--- src/rtl/pslc_pkg.sv ---
// Package for the press stroke lot counter: words, control structs, constants.
`timescale 1ns / 1ps

package pslc_pkg;

    localparam int CNT_W  = 24;
    localparam int LIFE_W = 48;
    localparam int CMD_W  = 16;
    localparam int IDX_W  = 3;

    localparam logic [CNT_W-1:0] COUNT_MAX = 24'd9999999;

    // Configuration register indexes
    localparam logic [IDX_W-1:0] REG_PRESENT     = 3'd0;
    localparam logic [IDX_W-1:0] REG_IN_USE      = 3'd1;
    localparam logic [IDX_W-1:0] REG_EXTERNAL    = 3'd2;
    localparam logic [IDX_W-1:0] REG_LOT1_PRESET = 3'd3;
    localparam logic [IDX_W-1:0] REG_LOT2_PRESET = 3'd4;
    localparam logic [IDX_W-1:0] REG_SHOW_REMAIN = 3'd5;

    // Command word bit positions
    localparam int CMD_TOTAL_COUNT = 2;
    localparam int CMD_TOTAL_RESET = 3;
    localparam int CMD_TOTAL2_RESET = 7;
    localparam int CMD_LOT1_COUNT  = 10;
    localparam int CMD_LOT1_RESET  = 11;
    localparam int CMD_LOT2_COUNT  = 14;
    localparam int CMD_LOT2_RESET  = 15;

    typedef struct packed {
        logic             stroke_event;
        logic [CMD_W-1:0] command_word;
        logic [1:0]       lot_reached;
    } in_word_t;

    typedef struct packed {
        logic [CNT_W-1:0]  total_count;
        logic [CNT_W-1:0]  lot1_count;
        logic [CNT_W-1:0]  lot2_count;
        logic [CNT_W-1:0]  lot1_display;
        logic [CNT_W-1:0]  lot2_display;
        logic [LIFE_W-1:0] life_count;
        logic              values_changed;
        logic [1:0]        lot_reached_clear;
    } out_word_t;

    typedef struct packed {
        logic [2:0]       counter_present;
        logic [2:0]       counter_in_use;
        logic [2:0]       external_source;
        logic [CNT_W-1:0] lot1_preset;
        logic [CNT_W-1:0] lot2_preset;
        logic             show_remaining;
    } cfg_t;

    typedef struct packed {
        logic advance;
        logic pending;
        logic external;
        logic enable;
        logic cmd_level;
        logic clear;
        logic use_preset;
    } lane_ctrl_t;

endpackage

--- src/rtl/pslc_cfg_regs.sv ---
// Configuration register file of the press stroke lot counter.
`timescale 1ns / 1ps

module pslc_cfg_regs
    import pslc_pkg::*;
(
    input  logic             clk,
    input  logic             rst_n,
    input  logic             cfg_valid,
    output logic             cfg_ready,
    input  logic [IDX_W-1:0] cfg_index,
    input  logic [CNT_W-1:0] cfg_data,
    output cfg_t             cfg
);

    cfg_t cfg_reg;
    cfg_t cfg_next;

    assign cfg_ready = 1'b1;
    assign cfg       = cfg_reg;

    always_comb
    begin
        cfg_next = cfg_reg;
        if (cfg_valid)
        begin
            unique case (cfg_index)
                REG_PRESENT:     cfg_next.counter_present = cfg_data[2:0];
                REG_IN_USE:      cfg_next.counter_in_use  = cfg_data[2:0];
                REG_EXTERNAL:    cfg_next.external_source = cfg_data[2:0];
                REG_LOT1_PRESET: cfg_next.lot1_preset     = cfg_data;
                REG_LOT2_PRESET: cfg_next.lot2_preset     = cfg_data;
                REG_SHOW_REMAIN: cfg_next.show_remaining  = cfg_data[0];
                default:         cfg_next = cfg_reg;
            endcase
        end
    end

    always_ff @(posedge clk or negedge rst_n)
    begin
        if (!rst_n)
        begin
            cfg_reg <= '0;
        end
        else
        begin
            cfg_reg <= cfg_next;
        end
    end

endmodule

--- src/rtl/pslc_count_lane.sv ---
// One counter lane: stroke phase, count bit edge history and the count itself.
`timescale 1ns / 1ps

module pslc_count_lane
    import pslc_pkg::*;
(
    input  logic             clk,
    input  logic             rst_n,
    input  lane_ctrl_t       ctrl,
    input  logic [CNT_W-1:0] preset,
    output logic [CNT_W-1:0] count_next
);

    logic             phase_reg;
    logic             phase_next;
    logic             hist_reg;
    logic             hist_next;
    logic [CNT_W-1:0] count_reg;
    logic             inc;
    logic             grow;
    logic [CNT_W-1:0] sum;
    logic [CNT_W-1:0] bumped;

    always_comb
    begin
        phase_next = phase_reg;
        hist_next  = hist_reg;
        inc        = 1'b0;
        if (!ctrl.external)
        begin
            // count on the first tick of a pending stroke, release on the second
            if (ctrl.pending && !phase_reg)
            begin
                inc        = ctrl.enable;
                phase_next = 1'b1;
            end
            else
            begin
                phase_next = 1'b0;
            end
        end
        else
        begin
            inc       = ctrl.enable && ctrl.cmd_level && !hist_reg;
            hist_next = ctrl.cmd_level;
        end
    end

    // lot lanes stop at their preset, every lane wraps above the limit
    assign grow   = !ctrl.use_preset || (count_reg < preset);
    assign sum    = grow ? count_reg + CNT_W'(1) : count_reg;
    assign bumped = (sum > COUNT_MAX) ? '0 : sum;

    assign count_next = ctrl.clear ? '0 : (inc ? bumped : count_reg);

    always_ff @(posedge clk or negedge rst_n)
    begin
        if (!rst_n)
        begin
            phase_reg <= 1'b0;
            hist_reg  <= 1'b0;
            count_reg <= '0;
        end
        else if (ctrl.advance)
        begin
            phase_reg <= phase_next;
            hist_reg  <= hist_next;
            count_reg <= count_next;
        end
    end

    a_clear_zero: assert property (@(posedge clk) disable iff (!rst_n)
        ctrl.advance && ctrl.clear |=> count_reg == '0)
        else $error("lane count not cleared by reset edge");

    a_hold_idle: assert property (@(posedge clk) disable iff (!rst_n)
        !ctrl.advance |=> $stable(count_reg))
        else $error("lane count moved without a tick");

    a_in_range: assert property (@(posedge clk) disable iff (!rst_n)
        count_reg <= COUNT_MAX)
        else $error("lane count above limit");

endmodule

--- src/rtl/press_stroke_lot_counter.sv ---
// Top level of the press stroke lot counter: word registers, life counter, lanes.
// Accepted words wait in the input register; results go to the result register.
// Throughput: one word per cycle unless the result stalls; the two registers
// part the two sides, so a stalled result holds only the word behind it.
// Reset: rst_n clears all counters, stroke and edge history, configuration and
// the valid flags of both word registers at once; no clearing pass follows.
`timescale 1ns / 1ps

module press_stroke_lot_counter
    import pslc_pkg::*;
(
    input  logic             clk,
    input  logic             rst_n,
    input  logic             item_valid,
    output logic             item_ready,
    input  in_word_t         item,
    output logic             result_valid,
    input  logic             result_ready,
    output out_word_t        result,
    input  logic             cfg_valid,
    output logic             cfg_ready,
    input  logic [IDX_W-1:0] cfg_index,
    input  logic [CNT_W-1:0] cfg_data
);

    cfg_t              cfg;

    // Input word register
    logic              in_valid_reg;
    in_word_t          in_word_reg;

    // Result word register
    logic              out_valid_reg;
    out_word_t         out_word_reg;
    out_word_t         out_word_next;

    // Tick state kept at the top: stroke latch, life counter, command history
    logic              pending_reg;
    logic              pending_next;
    logic              life_phase_reg;
    logic              life_phase_next;
    logic [LIFE_W-1:0] life_reg;
    logic [LIFE_W-1:0] life_next;
    logic [CMD_W-1:0]  prev_cmd_reg;

    logic              advance;
    logic              pend_in;
    logic [CMD_W-1:0]  cmd;
    logic [CMD_W-1:0]  rise;
    logic [2:0]        fit;
    lane_ctrl_t        total_ctrl;
    lane_ctrl_t        lot1_ctrl;
    lane_ctrl_t        lot2_ctrl;
    logic [CNT_W-1:0]  total_next;
    logic [CNT_W-1:0]  lot1_next;
    logic [CNT_W-1:0]  lot2_next;

    pslc_cfg_regs u_cfg (
        .clk       (clk),
        .rst_n     (rst_n),
        .cfg_valid (cfg_valid),
        .cfg_ready (cfg_ready),
        .cfg_index (cfg_index),
        .cfg_data  (cfg_data),
        .cfg       (cfg)
    );

    // Move the held word into the result register whenever that slot frees up
    assign advance    = in_valid_reg && (!out_valid_reg || result_ready);
    assign item_ready = !in_valid_reg || advance;

    assign cmd  = in_word_reg.command_word;
    assign rise = ~prev_cmd_reg & cmd;
    assign fit  = cfg.counter_present & cfg.counter_in_use;

    // Life counter runs first and may drop the pending stroke
    always_comb
    begin
        pend_in         = pending_reg || in_word_reg.stroke_event;
        pending_next    = pend_in;
        life_next       = life_reg;
        life_phase_next = 1'b0;
        if (pend_in)
        begin
            if (!life_phase_reg)
            begin
                life_next       = life_reg + LIFE_W'(1);
                life_phase_next = 1'b1;
            end
            else
            begin
                pending_next = 1'b0;
            end
        end
    end

    // Lanes see the pending bit as the life counter leaves it
    always_comb
    begin
        total_ctrl.advance    = advance;
        total_ctrl.pending    = pending_next;
        total_ctrl.external   = cfg.external_source[0];
        total_ctrl.enable     = fit[0] && !cmd[CMD_TOTAL_RESET];
        total_ctrl.cmd_level  = cmd[CMD_TOTAL_COUNT];
        total_ctrl.clear      = rise[CMD_TOTAL_RESET];
        total_ctrl.use_preset = 1'b0;

        lot1_ctrl.advance     = advance;
        lot1_ctrl.pending     = pending_next;
        lot1_ctrl.external    = cfg.external_source[1];
        lot1_ctrl.enable      = fit[1] && !in_word_reg.lot_reached[0] && !cmd[CMD_LOT1_RESET];
        lot1_ctrl.cmd_level   = cmd[CMD_LOT1_COUNT];
        lot1_ctrl.clear       = rise[CMD_LOT1_RESET];
        lot1_ctrl.use_preset  = 1'b1;

        lot2_ctrl.advance     = advance;
        lot2_ctrl.pending     = pending_next;
        lot2_ctrl.external    = cfg.external_source[2];
        lot2_ctrl.enable      = fit[2] && !in_word_reg.lot_reached[1] && !cmd[CMD_LOT2_RESET];
        lot2_ctrl.cmd_level   = cmd[CMD_LOT2_COUNT];
        lot2_ctrl.clear       = rise[CMD_LOT2_RESET];
        lot2_ctrl.use_preset  = 1'b1;
    end

    pslc_count_lane u_total (
        .clk        (clk),
        .rst_n      (rst_n),
        .ctrl       (total_ctrl),
        .preset     (COUNT_MAX),
        .count_next (total_next)
    );

    pslc_count_lane u_lot1 (
        .clk        (clk),
        .rst_n      (rst_n),
        .ctrl       (lot1_ctrl),
        .preset     (cfg.lot1_preset),
        .count_next (lot1_next)
    );

    pslc_count_lane u_lot2 (
        .clk        (clk),
        .rst_n      (rst_n),
        .ctrl       (lot2_ctrl),
        .preset     (cfg.lot2_preset),
        .count_next (lot2_next)
    );

    // Assemble the result word; display shows count or remaining, clamped at zero
    always_comb
    begin
        out_word_next.total_count = total_next;
        out_word_next.lot1_count  = lot1_next;
        out_word_next.lot2_count  = lot2_next;
        out_word_next.life_count  = life_next;
        if (cfg.show_remaining)
        begin
            out_word_next.lot1_display = (lot1_next > cfg.lot1_preset) ? '0
                                         : cfg.lot1_preset - lot1_next;
            out_word_next.lot2_display = (lot2_next > cfg.lot2_preset) ? '0
                                         : cfg.lot2_preset - lot2_next;
        end
        else
        begin
            out_word_next.lot1_display = lot1_next;
            out_word_next.lot2_display = lot2_next;
        end
        // total 2 reset has no counter here but still flags a change
        out_word_next.values_changed = rise[CMD_TOTAL_RESET] || rise[CMD_TOTAL2_RESET]
                                       || rise[CMD_LOT1_RESET] || rise[CMD_LOT2_RESET];
        out_word_next.lot_reached_clear = {rise[CMD_LOT2_RESET], rise[CMD_LOT1_RESET]};
    end

    // Control registers
    always_ff @(posedge clk or negedge rst_n)
    begin
        if (!rst_n)
        begin
            in_valid_reg   <= 1'b0;
            out_valid_reg  <= 1'b0;
            pending_reg    <= 1'b0;
            life_phase_reg <= 1'b0;
            life_reg       <= '0;
            prev_cmd_reg   <= '0;
        end
        else
        begin
            if (item_ready)
            begin
                in_valid_reg <= item_valid;
            end
            if (advance)
            begin
                out_valid_reg  <= 1'b1;
                pending_reg    <= pending_next;
                life_phase_reg <= life_phase_next;
                life_reg       <= life_next;
                prev_cmd_reg   <= cmd;
            end
            else if (result_ready)
            begin
                out_valid_reg <= 1'b0;
            end
        end
    end

    // Payload registers
    always_ff @(posedge clk)
    begin
        if (item_ready && item_valid)
        begin
            in_word_reg <= item;
        end
        if (advance)
        begin
            out_word_reg <= out_word_next;
        end
    end

    assign result_valid = out_valid_reg;
    assign result       = out_word_reg;

    a_advance_shows: assert property (@(posedge clk) disable iff (!rst_n)
        advance |=> result_valid)
        else $error("advanced word did not reach the result register");

    a_clear_flags_change: assert property (@(posedge clk) disable iff (!rst_n)
        result_valid && (result.lot_reached_clear != 2'b00) |-> result.values_changed)
        else $error("lot flag clear without change pulse");

    a_total_range: assert property (@(posedge clk) disable iff (!rst_n)
        result_valid |-> result.total_count <= COUNT_MAX)
        else $error("total count above limit");

    a_stall_holds_input: assert property (@(posedge clk) disable iff (!rst_n)
        !item_ready |-> in_valid_reg && out_valid_reg && !result_ready)
        else $error("input stalled without a blocked result");

endmodule
--- config.mk ---
export PLATFORM = sky130hd
export DESIGN_NAME = press_stroke_lot_counter
export DESIGN_NICKNAME = d
export VERILOG_FILES = /design/src/rtl/pslc_pkg.sv /design/src/rtl/pslc_cfg_regs.sv /design/src/rtl/pslc_count_lane.sv /design/src/rtl/press_stroke_lot_counter.sv
export SDC_FILE = /design/constraint.sdc
export NUM_CORES = 1
export LEC_CHECK = 0
export ABC_AREA = 1
export BUFFER_PORTS_ARGS = -buffer_cell sky130_fd_sc_hd__buf_2
export CAP_MARGIN = 20
export CORE_UTILIZATION = 40
export DETAILED_ROUTE_END_ITERATION = 10
export PLACE_DENSITY_LB_ADDON = 0.25
export SLEW_MARGIN = 20
export SYNTH_ARGS = -nofsm -noshare
export SYNTH_HDL_FRONTEND = slang
export SYNTH_HIERARCHICAL = 1
export SYNTH_SLANG_ARGS = --single-unit
--- constraint.sdc ---
create_clock -name clk -period 12.1 [get_ports clk]
set_input_delay 2.42 -clock clk [delete_from_list [all_inputs] [get_ports clk]]
set_output_delay 2.42 -clock clk [all_outputs]
set_load 0.05 [all_outputs]
==> results.tsv <==
metric	value	unit
outcome	completed	
slowest stage delay, CP	0.62	ns
synth unique cells	52	
post-CTS sizing	0	
Worst Slack Setup Final	5.87	ns
final WL	73800	microns
GRT Residual Overflow	0	
IO Port Bufs	214	
post-placement setup slack	5.90	ns
crit path DAT	6.57	ns
Setup crit start kind	flop	
Die W	257	microns
clk_lat worst skew	0.60	ns
setup violators final	0	
fin crit share	51.5	%
Post-Synthesis Cells	3452	
DR iter-0 viols	1515	
most repeated library cell on the critical path	nand2_1	
CTS H-tree lvls	2	
share of layout cells above drive strength 1	13.4	%
FP Rows	93	
dpl cell area	27700	sq um
largest net degree at the start of global routing	172	
Worst-path clk slew	0.06	ns
fmax	0.160	GHz
vias in the first global route	21100	
CP Max Fanout	26	
Core Region	64300	sq um
Clock Sink Count	372	
Pwr Total	4.82	mW
Final Skew	0.0203	ns
LEAKAGE	14.3	nW
Num CTS Buffers	45	
initial antenna violation count	4	
area delta synth->final	12.6	%
DR pass1 iterations	6	
Required @ worst endpoint	12.44	ns
placed cells	4447	
# IOs	225	
routed vias	22600	
Seq/Total Area, Yosys	39.3	%
Mapped Area	26000	sq um
Post-Layout Cell Count	4532	
cts hold-fix bufs	0	
Via density	4.99	
Syn. warnings	6	
Fin. Hold Viols	0	
Max Cap Viol	0	
Slowest-stage cell, CP	nor2_4	
RSZ-0062 raised after global routing	false	
Initial Utilization	40.4	%
Post-synth EDFFs	181	
crit path capture type	flop	
Syn Area/Cell	7.53	sq um
Clock Tree Buf Depth	3	
post-detail-place hpwl	54100	microns
Util after Layout	45.5	%
asr flop ratio synth	51.3	%
min-delay worst type	flop to flop	
top-count cell post-synth	nand2_1	
pwr/cell area	165	nW/um^2
Synth area leader	edfxtp_1	
Slew @ Worst Pin	0.996	ns
gr usage total	22.2	%
full die area	66000	sq um
Final Cell Area	29300	sq um
die span in y	257	microns
FF+latch count, synth	372	
Largest register FFs	171	
first-pass GRT wire length	117000	microns
post-route ant nets	0	
clock root buffer	clkbuf_16	
DRC viols	0	
wire per inst	16.3	microns
TritonCTS clock tree	yes	
Slew headroom	33.4	%
worst hold slack	0.470	ns
fin. max-slew vios	0	
Sum Neg Setup Slack	0	ns
Peak supply drop	0.109	mV
Post-synth top flop	dfrtp_1	
critical path class	flop to flop	
# Post-CTS Setup Buffers	0	
Final Critical Period	6.23	ns
Synth top area share	20.9	%
Post-layout nets	3813	
top post-synthesis cells by count	nand2_1 (1171), inv_1 (469), nand3_1 (270)	
Fillers	6510	
Final Wtd Congestion	0.955	
top post-synthesis cells by area	edfxtp_1 (21%), dfrtp_1 (18%), nand2_1 (17%), inv_1 (6.8%), ha_1 (5.8%)	
## placed cells by master (no fill, tap or decap), types with 5 or more instances in the layout
master / synthesis / routed
a21oi_1: 152 / 152
edfxtp_1: 181 / 181
nand2_4: 10 / 10
nor3_2: 13 / 13
buf_4: 14 / 13
xor2_1: 85 / 85
buf_2: 33 / 213
a21boi_1: 60 / 60
nor2_1: 186 / 183
clkbuf_1: 42 / 10
nor2_4: 12 / 12
nor2_2: 25 / 28
nor3_1: 40 / 40
clkinv_2: 1 / 8
dfrtp_1: 191 / 191
nand4_2: 57 / 57
o21ai_1: 6 / 6
o21ai_0: 74 / 74
bufinv_16: 0 / 5
a21o_1: 6 / 6
o21ai_2: 14 / 14
nand2_2: 23 / 24
conb_1: 3 / 28
nand4_1: 62 / 62
ha_1: 121 / 121
inv_2: 14 / 14
clkbuf_16: 0 / 45
nand2_1: 1171 / 1170
a21boi_0: 9 / 9
nand3_1: 270 / 270
xnor2_1: 20 / 20
o22ai_1: 8 / 8
inv_1: 469 / 468
clkinv_1: 4 / 7
and2_1: 9 / 9
## cell type report
class / count / area, sq um / share of cell area (%)
flip-flops and latches: 372 / 10200 / 34.9
repair buffers: 228 / 1200 / 4.10
multi-input cells: 2504 / 13400 / 45.8
well taps: 855 / 1070 / 3.66
diodes: 1 / 2.50 / 0.00855
inverters: 488 / 1840 / 6.29
clock inverters: 25 / 325 / 1.11
clock buffers: 59 / 1220 / 4.16
## critical path: cells and delay by family (launching register included)
family	cells	cell delay, ns
AND/OR/NAND/NOR	22	3.18
AO/OA/AOI/OAI	3	0.78
flip-flops	1	0.46
buffers and inverters	4	0.55
adder cells (fa/ha/maj)	3	0.93
## report_power, final
part | total, mW | internal [mW] | switching [mW]
Sequential | 1.74 | 1.57 | 0.165
Clock | 1.42 | 0.830 | 0.590
Combinational | 1.67 | 0.467 | 1.20
## logic make-up (layout without fill, tap and decap cells)
kind of cell	after synthesis	after routing	share of synthesized area [%]
compound gates	340	340	7.60
xor+xnor	110	110	3.85
fa+ha+maj	123	123	5.98
buf+inv	601	800	9.56
flops	372	372	39.3
other cells	3	29	0.0433
simple gates	1903	1903	33.7
## routing by layer
metal	wire length, microns	vias up	global-route usage (%)
li1	-	11500	-
met2	33300	565	35.3
met3	3870	97	3.11
met5	23	-	0
met1	35000	10500	31.6
met4	1710	4	5.79
## worst paths after layout
kind	startpoint	to	slack [ns]	depth (start not counted)
max in group asynchronous	rst_n	u_lot2/count_reg[12]$_DFFE_PN0P_	8.95	2
min in group asynchronous	rst_n	u_total/count_reg[18]$_DFFE_PN0P_	1.83	1
max reg2reg	u_cfg/cfg[46]$_DFFE_PN0P_	result[96]$_DFFE_PP_	5.87	32
min	u_cfg/cfg[54]$_DFFE_PN0P_	u_cfg/cfg[54]$_DFFE_PN0P_	0.47	2
max	u_cfg/cfg[46]$_DFFE_PN0P_	result[96]$_DFFE_PP_	5.87	32
min reg2reg	u_cfg/cfg[54]$_DFFE_PN0P_	u_cfg/cfg[54]$_DFFE_PN0P_	0.47	2
Note: power is estimated with default switching activity, not from simulation.
